<file path="src/rtl/lpfd_pkg.sv">
// Shared types and constants for the length-prefixed frame decoder.
// No dependencies; imported by every module of the block.
package lpfd_pkg;

  // Escape byte that announces a multi-byte length
  localparam logic [7:0] EscapeByte = 8'hff;

  // Result kinds
  typedef enum logic [1:0] {
    KIND_BODY  = 2'd0,
    KIND_EMPTY = 2'd1,
    KIND_ZERO  = 2'd2,
    KIND_OVER  = 2'd3
  } kind_e;

  // One result item
  typedef struct packed {
    kind_e      kind;
    logic [7:0] body_byte;
    logic [7:0] frame_flags;
    logic       first_byte;
    logic       last_byte;
  } result_t;

endpackage

</file>
<file path="src/rtl/lpfd_parser.sv">
// Frame parser: state registers and per-byte decode, one byte per cycle while accept_i is high.
// Holds the max body length register. Depends on lpfd_pkg.
module lpfd_parser import lpfd_pkg::*; #(
  parameter int unsigned LONG_LENGTH_BYTES = 8
) (
  input  logic        clk_i,
  input  logic        rst_ni,
  input  logic        cfg_we_i,
  input  logic [63:0] cfg_wdata_i,
  input  logic        accept_i,
  input  logic [7:0]  stream_byte_i,
  output logic        res_valid_o,
  output result_t     res_o
);

  localparam logic [1:0] PhLen   = 2'd0;
  localparam logic [1:0] PhLong  = 2'd1;
  localparam logic [1:0] PhFlags = 2'd2;
  localparam logic [1:0] PhBody  = 2'd3;

  // count of long length bytes, modulo 8 (eight bytes wrap to zero)
  localparam logic [2:0] LongCnt = 3'(LONG_LENGTH_BYTES % 8);

  logic [1:0]  phase_q, phase_d;
  logic [63:0] shift_q, shift_d;
  logic [2:0]  seen_q, seen_d;
  logic [63:0] remain_q, remain_d;
  logic [7:0]  flags_q, flags_d;
  logic        first_q, first_d;
  // max body length plus one, kept 65 bits wide so the limit compare is a single compare
  logic [64:0] max_p1_q;

  logic [63:0] shift_n;
  logic [2:0]  seen_n;
  logic [63:0] len_sel;
  logic        len_done;

  assign shift_n = {shift_q[55:0], stream_byte_i};
  assign seen_n  = seen_q + 3'd1;
  assign len_sel = (phase_q == PhLen) ? {56'd0, stream_byte_i} : shift_n;

  // Next state and result
  always_comb begin
    phase_d     = phase_q;
    shift_d     = shift_q;
    seen_d      = seen_q;
    remain_d    = remain_q;
    flags_d     = flags_q;
    first_d     = first_q;
    len_done    = 1'b0;
    res_valid_o = 1'b0;
    res_o       = '{kind: KIND_BODY, body_byte: 8'd0, frame_flags: 8'd0,
                    first_byte: 1'b0, last_byte: 1'b0};

    case (phase_q)
      PhLen: begin
        if (stream_byte_i == EscapeByte) begin
          shift_d = 64'd0;
          seen_d  = 3'd0;
          phase_d = PhLong;
        end else begin
          len_done = 1'b1;
        end
      end
      PhLong: begin
        shift_d = shift_n;
        if (seen_n == LongCnt) begin
          seen_d   = 3'd0;
          len_done = 1'b1;
        end else begin
          seen_d = seen_n;
        end
      end
      PhFlags: begin
        flags_d = stream_byte_i;
        if (remain_q == 64'd0) begin
          phase_d           = PhLen;
          res_valid_o       = 1'b1;
          res_o.kind        = KIND_EMPTY;
          res_o.frame_flags = stream_byte_i;
          res_o.last_byte   = 1'b1;
        end else begin
          first_d = 1'b1;
          phase_d = PhBody;
        end
      end
      default: begin
        res_valid_o       = 1'b1;
        res_o.kind        = KIND_BODY;
        res_o.body_byte   = stream_byte_i;
        res_o.frame_flags = flags_q;
        res_o.first_byte  = first_q;
        res_o.last_byte   = (remain_q <= 64'd1);
        first_d           = 1'b0;
        if (remain_q != 64'd0) begin
          remain_d = remain_q - 64'd1;
        end
        if (remain_q <= 64'd1) begin
          phase_d = PhLen;
        end
      end
    endcase

    // Completed length: check zero and limit, else wait for flags
    if (len_done) begin
      phase_d = PhLen;
      if (len_sel == 64'd0) begin
        res_valid_o = 1'b1;
        res_o.kind  = KIND_ZERO;
      end else if ({1'b0, len_sel} > max_p1_q) begin
        res_valid_o = 1'b1;
        res_o.kind  = KIND_OVER;
      end else begin
        remain_d = len_sel - 64'd1;
        phase_d  = PhFlags;
      end
    end
  end

  // State registers, updated on each accepted byte
  always_ff @(posedge clk_i or negedge rst_ni) begin
    if (!rst_ni) begin
      phase_q  <= PhLen;
      shift_q  <= 64'd0;
      seen_q   <= 3'd0;
      remain_q <= 64'd0;
      flags_q  <= 8'd0;
      first_q  <= 1'b0;
    end else if (accept_i) begin
      phase_q  <= phase_d;
      shift_q  <= shift_d;
      seen_q   <= seen_d;
      remain_q <= remain_d;
      flags_q  <= flags_d;
      first_q  <= first_d;
    end
  end

  // Limit register, stored as limit + 1
  always_ff @(posedge clk_i or negedge rst_ni) begin
    if (!rst_ni) begin
      max_p1_q <= {1'b0, 64'hffff_ffff_ffff_ffff};
    end else if (cfg_we_i) begin
      max_p1_q <= {1'b0, cfg_wdata_i} + 65'd1;
    end
  end

endmodule

</file>
<file path="src/rtl/lpfd_out_buf.sv">
// Two-entry output buffer (output register plus skid slot).
// Decouples downstream stall from input stall. Depends on lpfd_pkg.
module lpfd_out_buf import lpfd_pkg::*; (
  input  logic    clk_i,
  input  logic    rst_ni,
  input  logic    push_i,
  input  result_t res_i,
  output logic    full_o,
  output logic    out_valid_o,
  input  logic    out_stall_i,
  output result_t out_o
);

  logic    main_valid_q, skid_valid_q;
  result_t main_q, skid_q;
  logic    pop;

  assign pop         = main_valid_q && !out_stall_i;
  assign full_o      = skid_valid_q;
  assign out_valid_o = main_valid_q;
  assign out_o       = main_q;

  // Control: skid only fills when the output register is held
  always_ff @(posedge clk_i or negedge rst_ni) begin
    if (!rst_ni) begin
      main_valid_q <= 1'b0;
      skid_valid_q <= 1'b0;
    end else if (skid_valid_q) begin
      if (pop) begin
        skid_valid_q <= 1'b0;
      end
    end else if (push_i) begin
      if (main_valid_q && !pop) begin
        skid_valid_q <= 1'b1;
      end else begin
        main_valid_q <= 1'b1;
      end
    end else if (pop) begin
      main_valid_q <= 1'b0;
    end
  end

  // Payload
  always_ff @(posedge clk_i) begin
    if (skid_valid_q) begin
      if (pop) begin
        main_q <= skid_q;
      end
    end else if (push_i) begin
      if (main_valid_q && !pop) begin
        skid_q <= res_i;
      end else begin
        main_q <= res_i;
      end
    end
  end

endmodule

</file>
<file path="src/rtl/length_prefixed_frame_decoder.sv">
// Top level of the length-prefixed frame decoder.
// Instantiates lpfd_parser and lpfd_out_buf; depends on lpfd_pkg.
//
//   channel  | handshake              | payload
//   ---------+------------------------+-------------------------------------------
//   input    | in_valid_i / in_stall_o | stream_byte_i
//   output   | out_valid_o/out_stall_i | kind_o, body_byte_o, frame_flags_o,
//            |                        |   first_byte_o, last_byte_o
//   config   | cfg_we_i               | cfg_wdata_i (max body bytes)
//
// One byte per cycle while in_stall_o is low; a byte's result, if any, is registered in the output buffer.
// The parser decodes each byte combinationally; a two-entry output buffer
// keeps the input running while one result waits on a stalled output.
// in_stall_o rises only when both buffer entries are full.
// Reset is asynchronous, active low; the limit resets to 2^64-2.
module length_prefixed_frame_decoder import lpfd_pkg::*; #(
  parameter int unsigned LONG_LENGTH_BYTES = 8
) (
  input  logic        clk_i,
  input  logic        rst_ni,
  input  logic        cfg_we_i,
  input  logic [63:0] cfg_wdata_i,
  input  logic        in_valid_i,
  output logic        in_stall_o,
  input  logic [7:0]  stream_byte_i,
  output logic        out_valid_o,
  input  logic        out_stall_i,
  output logic [1:0]  kind_o,
  output logic [7:0]  body_byte_o,
  output logic [7:0]  frame_flags_o,
  output logic        first_byte_o,
  output logic        last_byte_o
);

  logic    accept;
  logic    res_valid;
  logic    buf_full;
  result_t res;
  result_t out_res;

  assign in_stall_o = buf_full;
  assign accept     = in_valid_i && !buf_full;

  lpfd_parser #(
    .LONG_LENGTH_BYTES(LONG_LENGTH_BYTES)
  ) u_parser (
    .clk_i        (clk_i),
    .rst_ni       (rst_ni),
    .cfg_we_i     (cfg_we_i),
    .cfg_wdata_i  (cfg_wdata_i),
    .accept_i     (accept),
    .stream_byte_i(stream_byte_i),
    .res_valid_o  (res_valid),
    .res_o        (res)
  );

  lpfd_out_buf u_out_buf (
    .clk_i      (clk_i),
    .rst_ni     (rst_ni),
    .push_i     (accept && res_valid),
    .res_i      (res),
    .full_o     (buf_full),
    .out_valid_o(out_valid_o),
    .out_stall_i(out_stall_i),
    .out_o      (out_res)
  );

  assign kind_o        = out_res.kind;
  assign body_byte_o   = out_res.body_byte;
  assign frame_flags_o = out_res.frame_flags;
  assign first_byte_o  = out_res.first_byte;
  assign last_byte_o   = out_res.last_byte;

endmodule
</file>
<file path="config.mk">
export PLATFORM = sky130hd
export DESIGN_NAME = length_prefixed_frame_decoder
export DESIGN_NICKNAME = d
export VERILOG_FILES = /design/src/rtl/lpfd_pkg.sv /design/src/rtl/lpfd_parser.sv /design/src/rtl/lpfd_out_buf.sv /design/src/rtl/length_prefixed_frame_decoder.sv
export SDC_FILE = /design/constraint.sdc
export NUM_CORES = 1
export LEC_CHECK = 0
export BUFFER_PORTS_ARGS = -buffer_cell sky130_fd_sc_hd__buf_2
export CORE_MARGIN = 4
export CORE_UTILIZATION = 34
export CTS_CLUSTER_SIZE = 25
export DETAILED_ROUTE_END_ITERATION = 6
export GPL_ROUTABILITY_DRIVEN = 0
export GPL_TIMING_DRIVEN = 0
export PLACE_DENSITY = 0.52
export SYNTH_ARGS = -nofsm -noshare
export SYNTH_HDL_FRONTEND = slang
export SYNTH_HIERARCHICAL = 1
export SYNTH_SLANG_ARGS = --single-unit
</file>
<file path="constraint.sdc">
create_clock -name clk_i -period 13.78 [get_ports clk_i]
set_clock_uncertainty 0.05 [all_clocks]
set_input_delay 2.756 -clock clk_i [delete_from_list [all_inputs] [get_ports clk_i]]
set_output_delay 2.756 -clock clk_i [all_outputs]
set_load 0.01 [all_outputs]
</file>
==> run_results.csv, run 1 <==
group,metric,value,unit
run_status,status,"completed",
clock_tree,insertion_delay,0.59,ns
floorplan,fp-row-count,78,
clock_tree,cts.sink_count,241,
synth,synth_edf_count,40,
finish,nFillCells,4632,
power,vdd_drop_max,108,uV
sta,fin_crit_sh,0.525,
sta,layout_setup_ws,6.55,ns
detailed_routing,first_pass_iters,6,
synth,ys_types,77,
detailed_routing,drc,0,
sta,hold_ws,0.421,ns
finish,nets,2038,
synth,yosysWarnings,6,
clock_tree,root_buffer,"clkbuf_16",
placement,dp_slack,6.82,ns
synth,syn_area_per_cell,8.94,sq um
clock_tree,post_cts_buffers,0,
placement,dp_hpwl,41400,um
detailed_routing,via_per_inst,5.69,
worst_setup_path,crit_path_start_kind,"register",
detailed_routing,vias,14300,
clock_tree,clkTransAtPathRegs,0.07,ns
clock_tree,cts_buffer_depth,3,
synth,syn-instance-count,1763,
clock_tree,cts_tree,"done",
floorplan,die-width,223,um
worst_setup_path,crit_arrival,7.65,ns
floorplan,start_util,0.346,
global_route,grt_overflow,0,
floorplan,die_area,0.0499,sq mm
sta,relSlewSlack,0.189,
sta,tightest_slew,1.21,ns
global_route,grt_pass1_vias,13900,
placement,portBuffers,97,
finish,antenna_cells,0,
finish,layout_commonest_cell,"nor2_1",
finish,area_delta_synth_final,14.6,%
floorplan,die_h,223,um
finish,layout_common_cells,"nor2_1 (180), dfrtp_1 (137), a21oi_1 (117), nand2_1 (112), inv_1 (106)",
worst_setup_path,crit_fanout,10,
synth,synth_area,0.0158,sq mm
sta,final-max-slew-violation-count,0,
clock_tree,cts_hold_buffers,0,
sta,max_freq,138,MHz
power,powerDensity,185,mW/mm^2
synth,yosysSeqAreaShare,0.400,
sta,rsz0062_at_grt,"no",
detailed_routing,wl_per_cell,21.9,um
global_route,grt_pass1_wl,84300,um
worst_setup_path,worst-endpoint-required,14.20,ns
worst_setup_path,critPathKind,"reg2reg",
synth,ys.flop_type,"dfrtp_1",
synth,ys_async_sr_fraction,0.834,
floorplan,io_pins,99,
sta,finalCriticalPeriod,7.23,ns
sta,setup_violations,0,
sta,final.setup.tns,0,ns
worst_setup_path,crit_path_end_kind,"register",
global_route,grt_usage,0.215,
clock_tree,h-tree-depth,1,
power,cellLeakagePower,7.49,nW
detailed_routing,wl,55100,um
finish,drive_gt1_frac,0.149,
synth,synth.ff_latch_count,241,
detailed_routing,antenna_left,0,
job,cap_violations,0,
clock_tree,post_cts_resize_count,0,
sta,hold_viol_final,0,
clock_tree,cts_inserted_buffers,30,
worst_hold_path,min_path_type,"reg2reg",
detailed_routing,drt_iter0_drc,1313,
floorplan,core,0.0456,sq mm
global_route,grt_start_max_net_pins,106,
synth,mappedNetlistNets,1906,
global_route,antenna_found_initial,0,
worst max-delay path, cell delays in order, from the launching register on:
cell       delay, ns
dfrtp_1         0.56
or2_2           0.17
clkbuf_1        0.48
clkbuf_1        0.43
clkbuf_1        0.51
clkbuf_1        0.58
clkbuf_1        0.38
and2_1          0.20
ha_1            0.16
nand4_1         0.12
nor4_1          0.56
and4_1          0.43
nor2b_1         0.19
and3_1          0.29
o21ba_2         0.15
clkbuf_1        0.23
buf_2           0.33
clkbuf_1        0.73
o2111ai_1       0.31
o221a_2         0.21
area by class of cell:
cell class,count,area (sq um),share of cell area
Clock buffer,41,853,0.0473
Multi-Input combinational cell,1315,8630,0.478
Sequential cell,241,6310,0.349
Timing Repair Buffer,100,553,0.0306
Buffer,101,430,0.0238
Tap cell,600,751,0.0416
Inverter,106,398,0.0220
Clock inverter,14,131,0.00727
state kept, by name (all words and copies together), names as in the netlist:
register and cells:
u_parser/phase_q 2, u_parser/max_p1_q 65, u_parser/remain_q 64, u_parser/first_q 1, u_out_buf/skid_q 20, u_parser/flags_q 8
u_out_buf/out_valid_o 1, u_parser/seen_q 3, u_out_buf/out_o 20, u_parser/shift_q 56, u_out_buf/full_o 1
stage by stage:
stage | total power [mW] | instance area, sq um | util | std cells
after CTS | 3.33 | 18100 | 0.396 | 2518
final | 3.35 | 18100 | 0.396 | 2518
after global placement | 2.50 | 17000 | 0.373 | 2460
after detailed placement | 2.53 | 17100 | 0.375 | 2463
after global routing | 3.54 | 18100 | 0.396 | 2518
after floorplan | 2.02 | 15800 | - | 1763
Yosys cell counts, drive strengths merged, types with 13 or more instances:
library cell    n  area (sq um)
nor2          181           679
dfrtp         137          3430
a21oi         117           586
nand2         113           427
inv           106           398
o21ai          89           445
clkbuf         87           327
a22o           69           604
ha             66           826
dfstp          64          1680
nand3          60           300
xor2           54           473
and2           50           313
xnor2          50           438
nor3           48           240
edfxtp         40          1200
nand4          31           194
nor4           31           213
and3           30           188
or3            29           196
mux2           26           357
or4            21           173
a31oi          18           113
a22oi          17           128
or2            17           106
buf            14           104
a211oi         13          97.6
o21a           13          97.6
o22ai          13          87.6
cells by family after synthesis:
| kind of cell | share of synthesized area |
|---|---|
| muxes | 0.0245 |
| and+or+nand+nor | 0.217 |
| xor gates and xnor gates | 0.0578 |
| AOI/OAI and AO/OA | 0.195 |
| DFF | 0.400 |
| adders and majority gates | 0.0530 |
| buffers and inverters | 0.0525 |
metal layers:
metal	track usage	vias up	part of all wire
met4	0.0640	0	0.028
met2	0.346	572	0.46
met5	0	-	0
met3	0.0333	95	0.070
li1	-	6697	-
met1	0.298	6953	0.44
where the power goes:
part | switching, mW | internal [mW] | total (mW)
clock network | 0.319 | 0.468 | 0.787
logic | 0.883 | 0.526 | 1.41
registers | 0.207 | 0.944 | 1.15
worst paths after layout:
kind | startpoint | to | slack [ns] | cells past startpoint
max | u_parser/phase_q[1]$_DFFE_PN0P_ | u_parser/remain_q[62]$_DFFE_PN0P_ | 6.55 | 19
min | u_parser/max_p1_q[0]$_DFFE_PN1P_ | u_parser/max_p1_q[0]$_DFFE_PN1P_ | 0.42 | 2
max reg2reg | u_parser/phase_q[1]$_DFFE_PN0P_ | u_parser/remain_q[62]$_DFFE_PN0P_ | 6.55 | 19
min reg2reg | u_parser/max_p1_q[0]$_DFFE_PN1P_ | u_parser/max_p1_q[0]$_DFFE_PN1P_ | 0.42 | 2
max in group asynchronous | rst_ni | u_parser/max_p1_q[23]$_DFFE_PN1P_ | 10.47 | 2
min in group asynchronous | rst_ni | u_out_buf/out_valid_o$_DFFE_PN0P_ | 2.14 | 1
Note: power is estimated with default switching activity, not from simulation.
==> run 2, diff against run 1 <==
PLACE_DENSITY = 0.53   (was 0.52)
clock period = 6.6 ns   (was 13.78 ns; I/O delays follow)
==> run_results.csv, run 2 (synthesized netlist as in run 1, its figures left out) <==
group,metric,value,unit
finish,area_delta_synth_final,14.6,%
sta,max_freq,159,MHz
power,power,6.92,mW
placement,dp_hpwl,41400,um
global_route,grt_overflow,0,
finish,drive_gt1_frac,0.156,
worst_setup_path,crit_path_end_kind,"register",
sta,relSlewSlack,0.180,
detailed_routing,wl_per_cell,21.8,um
power,vdd_drop_max,191,uV
floorplan,fp-row-count,78,
floorplan,start_util,0.346,
finish,antenna_cells,0,
job,cap_violations,0,
finish,nets,2038,
placement,dpl_cell_area,0.0171,sq mm
clock_tree,root_buffer,"clkbuf_16",
worst_setup_path,rr_endpoint,"u_out_buf/out_o[0]$_DFFE_PP_",
clock_tree,cts_hold_buffers,0,
worst_setup_path,cp_slowest_stage_delay,0.56,ns
run_status,status,"completed",
clock_tree,h-tree-depth,1,
detailed_routing,wl,54800,um
sta,hold_viol_final,0,
sta,final-max-slew-violation-count,0,
clock_tree,cts_tree,"done",
worst_setup_path,cp-startpoint,"u_parser/phase_q[1]$_DFFE_PN0P_",
detailed_routing,first_pass_iters,6,
finish,largest_reg_flops,65,
worst_setup_path,rrSetupSlack,0.29,ns
finish,top_regs,"u_parser/max_p1_q: 65 flops, u_parser/remain_q: 64 flops, u_parser/shift_q: 56 flops",
worst_setup_path,crit_fanout,14,
power,cellLeakagePower,7.51,nW
worst_setup_path,crit_path_start_kind,"register",
worst_setup_path,crit_arrival,6.53,ns
global_route,grt_pass1_wl,84800,um
finish,layout_commonest_cell,"nor2_1",
worst_hold_path,min_path_type,"reg2reg",
worst_setup_path,timing.rr.start,"u_parser/phase_q[1]$_DFFE_PN0P_",
clock_tree,clkTransAtPathRegs,0.06,ns
placement,portBuffers,97,
global_route,grt_start_max_net_pins,86,
worst_setup_path,worst-endpoint-required,6.82,ns
finish,top_register,"u_parser/max_p1_q",
detailed_routing,drt_iter0_drc,1632,
sta,rsz0062_at_grt,"no",
worst_setup_path,cpMaxStageDelayCell,"dfrtp_1",
worst_setup_path,path_cells,"or2_2 > clkbuf_1 > clkbuf_2 > clkbuf_1 > clkbuf_2 > and2_1 > ha_1 > and4_1 > nand3_1 > a311o_1 > nor4_1 > o31ai_1 > and3_1 > nor2_1 > o21a_1 > or3_1 > and3b_1 > nand2b_1 > a21boi_2 > buf_8",
floorplan,core,0.0456,sq mm
clock_tree,cts.sink_count,241,
clock_tree,insertion_delay,0.57,ns
finish,postLayoutCellArea,0.0181,sq mm
clock_tree,post_cts_buffers,0,
worst_setup_path,critPathKind,"reg2reg",
detailed_routing,via_per_inst,5.73,
floorplan,io_pins,99,
finish,layout_common_cells,"nor2_1 (180), dfrtp_1 (137), a21oi_1 (117), nand2_1 (112), inv_1 (106)",
floorplan,die_area,0.0499,sq mm
sta,tightest_slew,1.23,ns
sta,setup_violations,0,
global_route,grt_pass1_vias,13900,
detailed_routing,drc,0,
clock_tree,cts_buffer_depth,3,
floorplan,die_h,223,um
detailed_routing,vias,14400,
floorplan,die-width,223,um
global_route,grt_usage,0.214,
power,powerDensity,383,mW/mm^2
sta,final.setup.tns,0,ns
worst_setup_path,crit_end,"u_out_buf/out_o[0]$_DFFE_PP_",
detailed_routing,antenna_left,0,
global_route,antenna_found_initial,0,
sta,fin_crit_sh,0.956,
clock_tree,cts_inserted_buffers,29,
sta,finalCriticalPeriod,6.31,ns
worst_setup_path,r2r_cells,20,
-- run 2: cell count changes in the layout (fill, tap and decap cells not counted), sizes merged --
cell / change
bufinv: -1
clkinv: +1
clkbuf: -1
clkinvlp: +1
-- run 2: routing by layer --
metal | part of all wire | global-route usage | up-vias | wire (um)
met1 | 0.44 | 0.301 | 7077 | 24300
li1 | - | - | 6684 | -
met5 | 0 | 0 | - | 0
met2 | 0.46 | 0.346 | 577 | 25200
met3 | 0.068 | 0.0263 | 83 | 3700
met4 | 0.028 | 0.0604 | 0 | 1540
-- run 2: timing repair --
| item | CTS | global route |
|---|---|---|
| endpoints found under the setup margin | 68 | 103 |
| gates resized for setup | 4 | 6 |
| hold endpoints to repair | 0 | 0 |
| pin swaps | 0 | 0 |
-- run 2: how the worst min path moves through the flow --
stage                                      from                          endpoint  cells after the start
2_1_floorplan  u_parser/max_p1_q[0]$_DFFE_PN1P_  u_parser/max_p1_q[0]$_DFFE_PN1P_                      2
3_3_place_gp    u_parser/flags_q[0]$_DFFE_PN0P_   u_parser/flags_q[0]$_DFFE_PN0P_                      2
3_5_place_dp   u_parser/max_p1_q[0]$_DFFE_PN1P_  u_parser/max_p1_q[0]$_DFFE_PN1P_                      2
4_1_cts        u_parser/max_p1_q[0]$_DFFE_PN1P_  u_parser/max_p1_q[0]$_DFFE_PN1P_                      2
5_1_grt         u_parser/flags_q[0]$_DFFE_PN0P_   u_parser/flags_q[0]$_DFFE_PN0P_                      2
6_report       u_parser/max_p1_q[0]$_DFFE_PN1P_  u_parser/max_p1_q[0]$_DFFE_PN1P_                      2
-- run 2: report_power, final --
| group | internal (mW) | switching (mW) |
|---|---|---|
| Sequential | 1.97 | 0.434 |
| Combinational | 1.10 | 1.83 |
| Clock | 0.915 | 0.668 |
| Total | 3.99 | 2.93 |
-- run 2: worst max-delay path, delay by kind of cell, from the launching register on --
kind,cells,cell delay (ns)
buffers and inverters,5,2.00
and+or+nand+nor,10,2.03
AOI/OAI and AO/OA,4,1.19
adders and majority gates,1,0.15
DFF,1,0.56
-- run 2: area by class of cell --
type,instances,area (sq um)
inverters,106,398
clock inverters,15,119
fillers,4581,27500
well taps,600,751
plain buffers,101,439
clock buffers,39,823
multi-input cells,1315,8640
repair buffers,101,581
flip-flops and latches,241,6310
-- run 2: stage by stage --
stage	cells	setup WS, ns	hold WS (ns)	utilization
final	2518	0.293	0.428	0.396
after CTS	2518	0.00674	0.429	0.396
after floorplan	1763	0.866	0.396	-
after global placement	2460	-1.78	0.417	0.373
after global routing	2518	0.00673	0.454	0.396
after detailed placement	2464	-0.318	0.416	0.375
==> run 3, diff against run 2 <==
BUFFER_PORTS_ARGS = not set   (was -buffer_cell sky130_fd_sc_hd__buf_2)
DONT_BUFFER_PORTS = 1   (was not set)
PLACE_DENSITY = 0.52   (was 0.53)
==> run_results.csv, run 3 (synthesized netlist as in run 1, its figures left out) <==
group,metric,value,unit
global_route,grt_start_max_net_pins,202,
sta,layout_setup_ws,0.367,ns
worst_setup_path,cp_slowest_stage_delay,0.60,ns
power,cellLeakagePower,7.06,nW
clock_tree,h-tree-depth,1,
sta,max_freq,160,MHz
finish,top_register,"u_parser/max_p1_q",
clock_tree,cts_hold_buffers,0,
worst_hold_path,min_path_type,"in2async",
finish,largest_reg_flops,65,
clock_tree,cts_tree,"done",
clock_tree,clkTransAtPathRegs,0.06,ns
sta,hold_viol_final,0,
finish,nets,1937,
worst_setup_path,critPathKind,"reg2reg",
global_route,grt_pass1_wl,83400,um
finish,utilization,0.383,
worst_setup_path,crit_path_start_kind,"register",
floorplan,fp-row-count,78,
detailed_routing,drt_iter0_drc,1395,
global_route,grt_pass1_vias,13500,
finish,layout_commonest_cell,"nor2_1",
placement,dp_hpwl,40700,um
detailed_routing,vias,14100,
sta,hold_ws,0.390,ns
finish,area_delta_synth_final,10.7,%
placement,dpl_cell_area,0.0166,sq mm
finish,postLayoutCellArea,0.0174,sq mm
floorplan,die_area,0.0499,sq mm
worst_setup_path,crit_arrival,6.62,ns
detailed_routing,first_pass_iters,7,
worst_setup_path,worst-endpoint-required,6.99,ns
sta,finalCriticalPeriod,6.23,ns
worst_setup_path,crit_family,"buffers and inverters",
floorplan,io_pins,99,
global_route,antenna_found_initial,0,
floorplan,core,0.0456,sq mm
run_status,status,"completed",
finish,nFillCells,4609,
clock_tree,insertion_delay,0.58,ns
worst_setup_path,rrSetupSlack,0.37,ns
detailed_routing,drc,0,
detailed_routing,via_per_inst,5.82,
power,vdd_drop_max,253,uV
placement,portBuffers,0,
placement,dp_cells,2365,
finish,layout_common_cells,"nor2_1 (180), dfrtp_1 (137), a21oi_1 (117), nand2_1 (112), inv_1 (106)",
worst_setup_path,path_buf_inv,7,
finish,top_regs,"u_parser/max_p1_q: 65 flops, u_parser/remain_q: 64 flops, u_parser/shift_q: 56 flops",
finish,drive_gt1_frac,0.105,
placement,dp_slack,-0.398,ns
global_route,grt_usage,0.212,
detailed_routing,wl_per_cell,22.7,um
power,power,6.76,mW
floorplan,die-width,223,um
finish,fin_cells,2416,
worst_setup_path,crit_fanout,10,
job,cap_violations,0,
clock_tree,cts.sink_count,241,
worst_setup_path,cpMaxStageDelayCell,"dfrtp_1",
detailed_routing,antenna_left,0,
clock_tree,cts_inserted_buffers,28,
detailed_routing,wl,54800,um
sta,fin_crit_sh,0.944,
clock_tree,cts_buffer_depth,3,
sta,relSlewSlack,0.236,
sta,setup_violations,0,
sta,final.setup.tns,0,ns
sta,tightest_slew,1.14,ns
worst_setup_path,path_cells,"or2_2 > clkbuf_1 > buf_1 > clkbuf_2 > clkbuf_1 > and2_1 > ha_1 > a21oi_1 > o21ai_0 > a311oi_1 > o22ai_1 > nor3_1 > and3_1 > o21ba_2 > clkbuf_1 > buf_2 > clkbuf_2 > o2111ai_1 > o221a_2",
worst_setup_path,cp_common_cell,"clkbuf_1",
floorplan,start_util,0.346,
sta,rsz0062_at_grt,"no",
power,powerDensity,387,mW/mm^2
floorplan,die_h,223,um
sta,final-max-slew-violation-count,0,
clock_tree,root_buffer,"clkbuf_16",
worst_setup_path,crit_path_end_kind,"register",
global_route,grt_overflow,0,
finish,antenna_cells,0,
[run 3: where the power goes]
| group | switching [mW] | total (mW) | leakage [nW] | internal [mW] |
|---|---|---|---|---|
| Sequential | 0.465 | 2.44 | 2.79 | 1.97 |
| Clock | 0.647 | 1.52 | 0.443 | 0.870 |
| Combinational | 1.75 | 2.80 | 3.83 | 1.05 |
[run 3: worst reg2reg max path, stage by stage (launching register included)]
cell and delay (ns):
dfrtp_1 0.60, or2_2 0.38, clkbuf_1 0.40, buf_1 0.49, clkbuf_2 0.39, clkbuf_1 0.36, and2_1 0.20, ha_1 0.25
a21oi_1 0.17, o21ai_0 0.12, a311oi_1 0.27, o22ai_1 0.18, nor3_1 0.28, and3_1 0.33, o21ba_2 0.18, clkbuf_1 0.20
buf_2 0.32, clkbuf_2 0.44, o2111ai_1 0.27, o221a_2 0.22
[run 3: routing by layer]
layer / vias up / global-route usage / part of all wire
met3: 125 / 0.0341 / 0.067
met1: 6869 / 0.291 / 0.44
li1: 6492 / - / -
met4: 0 / 0.0732 / 0.038
met2: 585 / 0.341 / 0.46
met5: - / 0 / 0
[run 3: area by class of cell]
type / count / area [sq um] / area share
plain buffers: 100 / 432 / 0.0247
repair buffers: 2 / 30.0 / 0.00172
flip-flops and latches: 241 / 6310 / 0.362
multi-input cells: 1315 / 8640 / 0.495
clock buffers: 38 / 788 / 0.0452
well taps: 600 / 751 / 0.0430
inverters: 106 / 398 / 0.0228
clock inverters: 14 / 100 / 0.00574
[run 3: path summary, 6_finish.rpt]
kind | from | to | depth (start not counted)
worst max register to register | u_parser/phase_q[1]$_DFFE_PN0P_ | u_parser/remain_q[62]$_DFFE_PN0P_ | 19
worst max-delay path | u_parser/phase_q[1]$_DFFE_PN0P_ | u_parser/remain_q[62]$_DFFE_PN0P_ | 19
worst min register to register | u_parser/max_p1_q[0]$_DFFE_PN1P_ | u_parser/max_p1_q[0]$_DFFE_PN1P_ | 2
min in group clk_i | u_parser/max_p1_q[0]$_DFFE_PN1P_ | u_parser/max_p1_q[0]$_DFFE_PN1P_ | 2
max in group asynchronous | rst_ni | u_parser/max_p1_q[22]$_DFFE_PN1P_ | 0
worst min-delay path | rst_ni | u_out_buf/full_o$_DFF_PN0_ | 0
[run 3: what timing repair did]
item,4_1_cts,5_1_grt
setup buffers,0,0
resized for setup,4,2
setup endpoints to repair,64,78
